### config.mk
export PLATFORM = sky130hd
export DESIGN_NAME = krc_ctrl
export DESIGN_NICKNAME = d
export VERILOG_FILES = /design/src/hw/rtl/krc_pkg.sv /design/src/hw/rtl/krc_ctrl.sv
export SDC_FILE = /design/constraint.sdc
export NUM_CORES = 1
export LEC_CHECK = 0
export ABC_CLOCK_PERIOD_IN_PS = 2780
export BUFFER_PORTS_ARGS = -buffer_cell sky130_fd_sc_hd__buf_2
export CORE_ASPECT_RATIO = 1.2
export CORE_MARGIN = 3
export CORE_UTILIZATION = 54
export DETAILED_ROUTE_END_ITERATION = 8
export PLACE_DENSITY = 0.82
export REMOVE_ABC_BUFFERS = 1
export SKIP_CTS_REPAIR_TIMING = 1
export SYNTH_ARGS = -nofsm -noshare
export SYNTH_HDL_FRONTEND = slang
export SYNTH_SLANG_ARGS = --single-unit
export TNS_END_PERCENT = 20
### constraint.sdc
create_clock -name clk -period 2.78 [get_ports clk]
set_input_delay 0 -clock clk [delete_from_list [all_inputs] [get_ports clk]]
set_output_delay 0 -clock clk [all_outputs]
set_load 0.03 [all_outputs]
### src/hw/rtl/krc_pkg.sv
// ----------------------------------------------------------------------------
// krc_pkg: shared types and constants for the Krylov rank core
// Holds the modular arithmetic constants and the controller/datapath
// command and status structures.
// ----------------------------------------------------------------------------
package krc_pkg;

    localparam int EW = 31;
    localparam int NPRIMES = 3;
    localparam int PW = 2;

    typedef logic [EW-1:0] elem_t;
    typedef logic [5:0] fold_t;

    localparam elem_t PRIME [NPRIMES] = '{31'd2147483647, 31'd2147483629, 31'd2147483587};
    localparam fold_t PRIME_D [NPRIMES] = '{6'd1, 6'd19, 6'd61};

    localparam logic [3:0] ALPH_RESET [4] = '{4'd0, 4'd1, 4'd2, 4'd3};

    typedef struct packed {
        logic          capture;
        logic          kstep;
        logic          clear_basis;
        logic          load_row;
        logic          store;
        logic          mul;
        logic          red1;
        logic          red2;
        logic          sub;
        logic          snap_t;
        logic          take_best;
        logic [1:0]    col;
        logic [PW-1:0] prime;
    } krc_cmd_t;

    typedef struct packed {
        logic v_nz;
        logic slot_valid;
    } krc_status_t;

endpackage

### src/hw/rtl/krc_ctrl.sv
// ----------------------------------------------------------------------------
// krc_ctrl: Krylov rank controller
// Sequences the Krylov steps, then for each prime inserts every row into the
// pivot basis and collects the best ranks.
// ----------------------------------------------------------------------------
module krc_ctrl #(
    parameter int KRYLOV_STEPS = 3
) (
    input  logic                                  clk,
    input  logic                                  rst_n,
    input  logic                                  start,
    input  krc_pkg::krc_status_t                  status,
    output krc_pkg::krc_cmd_t                     cmd,
    output logic [$clog2(KRYLOV_STEPS+3)-1:0]     row_idx,
    output logic [((KRYLOV_STEPS>1)?$clog2(KRYLOV_STEPS):1)-1:0] step_idx,
    output logic                                  busy,
    output logic                                  result_valid
);
    import krc_pkg::*;

    localparam int RW  = $clog2(KRYLOV_STEPS + 3);
    localparam int KIW = (KRYLOV_STEPS > 1) ? $clog2(KRYLOV_STEPS) : 1;

    localparam logic [3:0] ST_IDLE  = 4'd0;
    localparam logic [3:0] ST_KRY   = 4'd1;
    localparam logic [3:0] ST_PINIT = 4'd2;
    localparam logic [3:0] ST_RLOAD = 4'd3;
    localparam logic [3:0] ST_RCOL  = 4'd4;
    localparam logic [3:0] ST_MUL   = 4'd5;
    localparam logic [3:0] ST_RED1  = 4'd6;
    localparam logic [3:0] ST_RED2  = 4'd7;
    localparam logic [3:0] ST_SUB   = 4'd8;
    localparam logic [3:0] ST_REND  = 4'd9;
    localparam logic [3:0] ST_PEND  = 4'd10;
    localparam logic [3:0] ST_DONE  = 4'd11;

    logic [3:0]     state_reg, state_next;
    logic [KIW-1:0] step_reg, step_next;
    logic [RW-1:0]  row_reg, row_next;
    logic [1:0]     col_reg, col_next;
    logic [PW-1:0]  prime_reg, prime_next;

    always_comb
    begin
        state_next = state_reg;
        step_next  = step_reg;
        row_next   = row_reg;
        col_next   = col_reg;
        prime_next = prime_reg;
        cmd        = '0;
        cmd.col    = col_reg;
        cmd.prime  = prime_reg;
        unique case (state_reg)
            ST_IDLE:
            begin
                if (start)
                begin
                    cmd.capture = 1'b1;
                    step_next   = '0;
                    prime_next  = '0;
                    state_next  = ST_KRY;
                end
            end
            ST_KRY:
            begin
                cmd.kstep = 1'b1;
                step_next = step_reg + KIW'(1);
                if (step_reg == KIW'(KRYLOV_STEPS - 1))
                begin
                    state_next = ST_PINIT;
                end
            end
            ST_PINIT:
            begin
                cmd.clear_basis = 1'b1;
                row_next        = '0;
                state_next      = ST_RLOAD;
            end
            ST_RLOAD:
            begin
                cmd.load_row = 1'b1;
                col_next     = '0;
                state_next   = ST_RCOL;
            end
            ST_RCOL:
            begin
                if (!status.v_nz)
                begin
                    col_next = col_reg + 2'd1;
                    if (col_reg == 2'd3)
                    begin
                        state_next = ST_REND;
                    end
                end
                else if (!status.slot_valid)
                begin
                    cmd.store  = 1'b1;
                    state_next = ST_REND;
                end
                else
                begin
                    state_next = ST_MUL;
                end
            end
            ST_MUL:
            begin
                cmd.mul    = 1'b1;
                state_next = ST_RED1;
            end
            ST_RED1:
            begin
                cmd.red1   = 1'b1;
                state_next = ST_RED2;
            end
            ST_RED2:
            begin
                cmd.red2   = 1'b1;
                state_next = ST_SUB;
            end
            ST_SUB:
            begin
                cmd.sub    = 1'b1;
                state_next = ST_RCOL;
            end
            ST_REND:
            begin
                if (row_reg == RW'(KRYLOV_STEPS + 1))
                begin
                    cmd.snap_t = 1'b1;
                end
                if (row_reg == RW'(KRYLOV_STEPS + 2))
                begin
                    state_next = ST_PEND;
                end
                else
                begin
                    row_next   = row_reg + RW'(1);
                    state_next = ST_RLOAD;
                end
            end
            ST_PEND:
            begin
                cmd.take_best = 1'b1;
                if (prime_reg == PW'(NPRIMES - 1))
                begin
                    state_next = ST_DONE;
                end
                else
                begin
                    prime_next = prime_reg + PW'(1);
                    state_next = ST_PINIT;
                end
            end
            ST_DONE:
            begin
                state_next = ST_IDLE;
            end
            default:
            begin
                state_next = ST_IDLE;
            end
        endcase
    end

    always_ff @(posedge clk or negedge rst_n)
    begin
        if (!rst_n)
        begin
            state_reg <= ST_IDLE;
            step_reg  <= '0;
            row_reg   <= '0;
            col_reg   <= '0;
            prime_reg <= '0;
        end
        else
        begin
            state_reg <= state_next;
            step_reg  <= step_next;
            row_reg   <= row_next;
            col_reg   <= col_next;
            prime_reg <= prime_next;
        end
    end

    assign row_idx      = row_reg;
    assign step_idx     = step_reg;
    assign busy         = (state_reg != ST_IDLE);
    assign result_valid = (state_reg == ST_DONE);

    a_done_then_idle: assert property (@(posedge clk) disable iff (!rst_n)
        result_valid |=> !busy)
        else $error("Controller stayed busy after the result strobe.");

    a_store_needs_pivot: assert property (@(posedge clk) disable iff (!rst_n)
        cmd.store |-> (status.v_nz && !status.slot_valid))
        else $error("Basis slot written without a free pivot.");

    a_sub_follows_red2: assert property (@(posedge clk) disable iff (!rst_n)
        cmd.sub |-> $past(cmd.red2))
        else $error("Row update written before reduction finished.");

endmodule
==> results of run 1 <==
[metal layers]
metal	vias to the layer above	track usage [%]
met2	25	36.5
met3	2	5.02
met5	-	0
li1	415	-
met1	395	22.6
met4	0	5.53
[worst min-delay path: stages]
cell and delay (ns):
buf_2 0.11, nor4_1 0.08, nand2_1 0.06, o21ai_0 0.06
[Yosys cell counts, types with 2 or more instances]
cell type	number
o31ai_1	5
or2_2	3
clkbuf_1	3
buf_6	2
nand3_1	2
nand2b_1	6
buf_2	2
nor4_1	2
a21oi_1	2
inv_1	11
ha_1	6
nand2_1	8
o21ai_1	5
nor2_1	10
nor3_1	6
o21ai_0	2
dfrtp_1	13
mux2_2	2
[area by class of cell]
cell class | count | area share [%]
well taps | 17 | 2.03
repair buffers | 27 | 13.4
inverters | 11 | 3.94
flip-flops and latches | 13 | 31.1
clock buffers | 4 | 2.51
multi-input cells | 75 | 47.1
[how the worst max path moves through the flow]
| stage | startpoint | to | cells past startpoint |
|---|---|---|---|
| floorplan | row_idx[1]$_DFFE_PN0P_ | row_idx[2]$_DFFE_PN0P_ | 6 |
| global placement | state_reg[1]$_DFFE_PN0P_ | row_idx[2]$_DFFE_PN0P_ | 4 |
| detailed placement | state_reg[1]$_DFFE_PN0P_ | row_idx[2]$_DFFE_PN0P_ | 4 |
| CTS | state_reg[1]$_DFFE_PN0P_ | row_idx[2]$_DFFE_PN0P_ | 4 |
| global route | state_reg[1]$_DFFE_PN0P_ | row_idx[2]$_DFFE_PN0P_ | 4 |
| finish | state_reg[1]$_DFFE_PN0P_ | row_idx[2]$_DFFE_PN0P_ | 4 |
[power by group through the flow]
stage / Combinational, uW / Sequential, uW / Clock [uW]
CTS: 618 / 365 / 119
detailed placement: 615 / 367 / 0
finish: 615 / 369 / 117
global placement: 604 / 363 / 0
floorplan: 408 / 404 / 0
global route: 682 / 383 / 130
[cell families (layout without fill, tap and decap cells)]
kind of cell | count (synthesis) | after routing
AO/OA/AOI/OAI | 21 | 21
XOR/XNOR | 1 | 1
adder cells (fa/ha/maj) | 6 | 6
buffers and inverters | 18 | 42
flip-flops | 13 | 13
multiplexers | 3 | 3
AND/OR/NAND/NOR | 44 | 44
[per-stage QoR]
stage	utilization [%]	hold WS (ns)	cell area, sq um
4_1_cts	69.1	-0.384	1040
3_5_place_dp	67.3	-0.0898	1010
2_1_floorplan	-	-0.296	860
5_1_grt	69.8	0.0919	1050
3_3_place_gp	67.3	-0.0971	1010
6_report	69.8	0.0804	1050
[cells in the final DEF (no fill, tap or decap), types with 5 or more instances in the layout]
cell type	instances
inv_1	11
nor2_1	10
ha_1	6
dfrtp_1	13
o31ai_1	5
nand2b_1	6
nor3_1	6
buf_2	26
o21ai_1	5
nand2_1	8
==> results by group, run 1 <==
Status
  – Status: completed

Logic synthesis
  – Async set or reset register ratio after synthesis: 100%
  – Synth warn: 0
  – Mux contribution to synthesized area: 3.60%
  – Synth cell types: 34
  – Synth Area in Simple Gates: 25.8%
  – Largest family of logic cells by synthesized area: simple AND/OR/NAND/NOR gates
  – Synth Area in Compound Gates: 15.9%
  – Flops & latches, synth: 13
  – Ys flop type: dfrtp_1
  – Synthesized area: 903 sq um
  – Share of synthesized cell area in full adder, half adder and majority cells: 8.31%
  – Synthesized instance count: 106
  – Share of the synthesized area in the top cell type: 36.0%
  – Avg Cell Area, Syn: 8.52 sq um
  – Yosys top cell by area: dfrtp_1
  – Synth top area cells: dfrtp_1, ha_1, inv_1
  – Number of flops mapped to enable cells by yosys: 0
  – XOR/XNOR Fraction of Synth Area: 0.970%
  – Seq/Total Area, Yosys: 36.0%

Setup path
  – Critical path's slowest cell: dfrtp_1
  – CP cell instances: nand2b_1 -> or3b_1 -> or3_1 -> a21oi_1
  – Crit-path max FO: 17
  – Worst-case reg-to-reg path depth: 4
  – Setup crit start kind: flip-flop
  – Worst Path Buf+Inv: 0
  – Worst EP required: 2.98 ns
  – Top delay family on crit path: simple AND/OR/NAND/NOR gates
  – Worst reg-to-reg setup slack: 0.84 ns
  – RR Endpoint: row_idx[2]$_DFFE_PN0P_
  – CP max stage delay: 0.57 ns
  – WP data arrival: 2.14 ns
  – Reg2reg start: state_reg[1]$_DFFE_PN0P_
  – CP Capture Type: flip-flop
  – CP Class: flip-flop to flip-flop

Global route
  – Vias in the first global route: 822
  – Largest net degree at the start of global routing: 18
  – Initial antenna violation count: 0
  – GRT Overall Usage: 20.1%
  – Remaining global-route overflow: 0
  – First-pass GRT wire length: 3.46 mm

Die
  – DIE AREA: 2200 sq um
  – Initial Util: 60.2%
  – Core Box Area: 1500 sq um
  – I/O pin count: 27
  – Die H: 50.8 um
  – Die width: 43.3 um
  – Row count: 15

Final layout
  – Share of cells above drive strength 1: 27.7%
  – Antenna cell count: 0
  – Synth-to-Final Area Change: 15.9%
  – Multi-input gate area: 493 sq um
  – # fillers: 132
  – Max reg flops: 4
  – Fin cells: 147
  – Register Area: 325 sq um
  – Final nets: 142

Placed design
  – Placed cells: 142
  – Final GP Congestion: 0.790
  – Post-place setup slack: 0.892 ns
  – PortBufs: 26
  – Hpwl dp: 1.50 mm

Detailed routing
  – DR WL met3: 106 um
  – WL/cell: 13.4 um
  – Initial drt markers: 18
  – Top Layer Used: met4
  – DR WL met2: 1.05 mm
  – Via count: 837
  – DRC violations left: 0
  – Vias per inst: 5.69
  – M1 wire length: 800 um
  – Final wirelength: 1.98 mm
  – Number of nets with antenna violations after detailed routing: 0
  – DRT Pass-1 Iters: 4

STA
  – Final setup fails: 0
  – Final period util: 69.8%
  – Pins over their slew limit: 0
  – Final Hold Vio Count: 0
  – Slew HR: 60.2%
  – Setup TNS: 0 ns
  – Max Clock Skew: 0.00215 ns
  – Peak Freq: 515 MHz
  – RSZ-0062 raised after global routing: no
  – Worst-margin pin slew: 0.591 ns
  – Min Tclk post-route: 1.94 ns
  – Post-route setup slack: 0.839 ns

Clocking
  – Clk sink count: 13
  – Worst-path clk slew: 0.08 ns
  – CTS Buf Count: 3
  – H-Tree Depth: 1
  – CTS root buf: clkbuf_4
  – Max Root-Sink Buffers: 2
  – TritonCTS clock tree: yes
  – Clk_lat worst skew: 0.27 ns

Worst hold path
  – Worst Hold Depth: 4
  – HP Start: status[1]
  – Hold Crit Class: input pin to flip-flop
  – Hold Path Sink: col_reg[1]$_DFFE_PN0P_

Power and ir drop
  – Total power: 1100 uW
  – Net Switching: 574 uW
  – Leakage: 0.000538 uW
  – P_int: 527 uW
  – Flop pwr share: 33.5%
  – Pwr dens: 1050 nW/um^2
  – Peak VDD IR: 0.623 mV
  – Sw Share: 52.1%
  – Clk network pwr share: 10.6%
  – Gate power share: 55.9%

Run
  – Max_cap viols: 0
Power figures use the tool's default switching activity.
==> inputs of run 2 (changes only) <==
--- a/config.mk
+++ b/config.mk
@@ -5,13 +5,14 @@
 export SDC_FILE = /design/constraint.sdc
 export NUM_CORES = 1
 export LEC_CHECK = 0
-export ABC_CLOCK_PERIOD_IN_PS = 2780
+export ABC_AREA = 1
+export ABC_CLOCK_PERIOD_IN_PS = 1690
 export BUFFER_PORTS_ARGS = -buffer_cell sky130_fd_sc_hd__buf_2
 export CORE_ASPECT_RATIO = 1.2
 export CORE_MARGIN = 3
-export CORE_UTILIZATION = 54
+export CORE_UTILIZATION = 45
 export DETAILED_ROUTE_END_ITERATION = 8
-export PLACE_DENSITY = 0.82
+export PLACE_DENSITY = 0.73
 export REMOVE_ABC_BUFFERS = 1
 export SKIP_CTS_REPAIR_TIMING = 1
 export SYNTH_ARGS = -nofsm -noshare
==> constraint.sdc (replaced) <==
create_clock -name clk -period 1.69 [get_ports clk]
set_input_delay 0 -clock clk [delete_from_list [all_inputs] [get_ports clk]]
set_output_delay 0 -clock clk [all_outputs]
set_load 0.03 [all_outputs]
==> results by group, run 2 <==
Clocking
  – TritonCTS clock tree: yes
  – H-Tree Depth: 1 (unchanged)
  – Clk sink count: 13 (unchanged)
  – Worst-path clk slew: 0.07 ns (about the same)
  – Clk_lat worst skew: 0.27 ns (about the same)
  – Max Root-Sink Buffers: 2 (unchanged)
  – CTS root buf: clkbuf_4
  – CTS Buf Count: 3 (unchanged)

STA
  – Worst-margin pin slew: 0.308 ns (-0.283 ns)
  – Setup TNS: 0 ns (unchanged)
  – Post-route setup slack: 0.162 ns (-0.677 ns)
  – Max Clock Skew: 0.00148 ns (-0.000669 ns)
  – Final Hold Vio Count: 0 (unchanged)
  – RSZ-0062 raised after global routing: no
  – Final hold slack: 0.0462 ns (-0.0342 ns)
  – Final setup fails: 0 (unchanged)
  – Slew HR: 79.4% (+19 points)
  – Peak Freq: 654 MHz
  – Pins over their slew limit: 0 (unchanged)
  – Final period util: 90.4%
  – Min Tclk post-route: 1.53 ns

Logic synthesis
  – Most frequent cell after synthesis: nand2_1
  – Synth warn: 0 (unchanged)
  – Number of flops mapped to enable cells by yosys: 0 (unchanged)
  – Ys flop type: dfrtp_1
  – Async set or reset register ratio after synthesis: 100% (unchanged)
  – Seq/Total Area, Yosys: 35.5% (-0.49 points)
  – Synthesized instance count: 129 (+22%)
  – Share of the synthesized area in the top cell type: 35.5% (-0.49 points)
  – Flops & latches, synth: 13 (unchanged)
  – Post-synth top cells: nand2_1, nor2_1, inv_1, dfrtp_1, nand3_1
  – Yosys top cell by area: dfrtp_1
  – Avg Cell Area, Syn: 7.10 sq um (-17%)
  – Synth top area cells: dfrtp_1, nand2_1, ha_1
  – Synth cell types: 18 (-47%)
  – Synthesized area: 916 sq um (+1.4%)

Setup path
  – WP data arrival: 1.53 ns (-0.61 ns)
  – Critical Path Start: state_reg[2]$_DFFE_PN0P_
  – CP Capture Point: cmd[10]
  – Reg2reg start: state_reg[2]$_DFFE_PN0P_
  – Worst EP required: 1.69 ns (-1.29 ns)
  – Worst Path Buf+Inv: 2 (+2)
  – Critical path's slowest cell: dfrtp_1
  – Setup crit start kind: flip-flop
  – Worst reg-to-reg setup slack: 0.44 ns (-0.40 ns)
  – CP max stage delay: 0.43 ns (-0.14 ns)
  – CP Capture Type: output port
  – Top delay family on crit path: simple AND/OR/NAND/NOR gates
  – RR Endpoint: step_idx[0]$_DFFE_PN0P_
  – Worst-case reg-to-reg path depth: 6 (+2)
  – Critical path depth in cells: 5 (+1)
  – Crit-path max FO: 4 (-13)
  – CP cell instances: inv_1 -> nor2_1 -> nand2_1 -> nor3_1 -> buf_2
  – CP Class: flip-flop to output port

Final layout
  – Max reg flops: 4 (unchanged)
  – Multi-input gate area: 515 sq um (+4.6%)
  – Design area: 1110 sq um (+5.6%)
  – Final nets: 172 (+21%)
  – # fillers: 189 (+43%)
  – Share of cells above drive strength 1: 28.1% (+0.43 points)
  – Commonest non-fill, non-tap cell in the layout: nand2_1
  – Synth-to-Final Area Change: 20.8%
  – Register Area: 325 sq um (unchanged)
  – Antenna cell count: 0 (unchanged)
  – Most frequent cells in the layout: nand2_1, buf_2, nor2_1

Die
  – Row count: 17 (+2)
  – Die H: 55.4 um (+9.1%)
  – Initial Util: 48.4% (-12 points)
  – Die width: 47.2 um (+8.9%)
  – I/O pin count: 27 (unchanged)
  – DIE AREA: 2610 sq um (+19%)
  – Core Box Area: 1890 sq um (+26%)

Worst hold path
  – Hold Crit Class: input pin to flip-flop

Detailed routing
  – DRC violations left: 0 (unchanged)
  – Final wirelength: 1.97 mm (-0.41%)
  – Number of nets with antenna violations after detailed routing: 0 (unchanged)
  – WL/cell: 11.0 um (-18%)
  – Via count: 901 (+7.6%)
  – Vias per inst: 5.03 (-12%)
  – Initial drt markers: 16 (-2)
  – DRT Pass-1 Iters: 4 (unchanged)

Placed design
  – PortBufs: 26 (unchanged)
  – Post-Place Cell Area: 1070 sq um (+5.8%)
  – Final GP Congestion: 0.817 (+3.3%)
  – Hpwl dp: 1.66 mm (+11%)
  – Post-place setup slack: 0.458 ns (-0.433 ns)

Power and ir drop
  – Pwr dens: 1760 nW/um^2 (+67%)
  – Leakage: 0.000662 uW (+23%)
  – Peak VDD IR: 0.939 mV (+51%)

Run
  – Max_cap viols: 0 (unchanged)

Global route
  – GRT Overall Usage: 17.1% (-2.9 points)
  – Remaining global-route overflow: 0 (unchanged)
  – Routing usage on met2: 28.5% (-7.9 points)
  – GRT Max-Usage Layer: met2
  – Vias in the first global route: 834 (+1.5%)
  – First-pass GRT wire length: 3.41 mm (-1.4%)
  – Met3 Resource Use GR: 2.61% (-2.4 points)
  – Met1 GRT Util: 21.4% (-1.2 points)
  – Largest net degree at the start of global routing: 14 (-4)
  – Initial antenna violation count: 0 (unchanged)

Status
  – Status: completed
-- run 2: changes by cell type in the layout (fill, tap and decap cells not counted), moves of 4 or more --
cell	previous run	this run
nand3_1	2	10
nand2b_1	6	0
nor2_1	10	18
nand2_1	8	38
o31ai_1	5	0
nor2_4	0	4
nor3_1	6	1
inv_1	11	17
-- run 2: kinds of logic after synthesis --
| logic type | share of synthesized area (%) |
|---|---|
| buffers and inverters | 8.20 |
| AOI/OAI and AO/OA | 2.87 |
| DFF | 35.5 |
| and+or+nand+nor | 44.3 |
| xor gates and xnor gates | 0.956 |
| adders and majority gates | 8.20 |
-- run 2: stage by stage --
stage / std cells / power [uW] / utilization (%)
after floorplan: 129 / 1470 / -
after detailed placement: 174 / 1770 / 56.5
after global placement: 174 / 1740 / 56.5
final: 179 / 1950 / 58.4
after global routing: 179 / 2140 / 58.4
after CTS: 178 / 1960 / 57.9
-- run 2: how the worst min path moves through the flow --
stage | slack, ns | cells after the start | startpoint | end
finish | 0.05 | 3 | status[1] | state_reg[2]$_DFFE_PN0P_
detailed placement | -0.10 | 1 | rst_n | col_reg[1]$_DFFE_PN0P_
CTS | -0.39 | 1 | rst_n | col_reg[1]$_DFFE_PN0P_
global route | 0.05 | 3 | status[1] | state_reg[2]$_DFFE_PN0P_
floorplan | -0.30 | 0 | rst_n | col_reg[0]$_DFFE_PN0P_
global placement | -0.10 | 1 | rst_n | col_reg[0]$_DFFE_PN0P_
-- run 2: where the power goes --
part	total (uW)	switching (uW)	internal, uW
Sequential	549	131	418
Combinational	1210	857	354
Clock	185	93.9	91.4
Total	1950	1080	863
-- run 2: worst min-delay path, cell delays in order --
cell,delay [ns]
buf_2,0.10
nand3_1,0.08
nand4_1,0.10
-- run 2: final cells by class --
class	count	share of cell area, %
clock buffer	4	2.38
inverter	20	6.79
multi-input combinational	96	46.6
sequential	13	29.4
tap	19	2.15
timing repair buffer	27	12.7
-- run 2: per-layer routing --
metal	routed length (um)	vias to the layer above
met5	0	-
met1	852	402
met3	131	4
met4	27	0
li1	-	465
met2	954	30
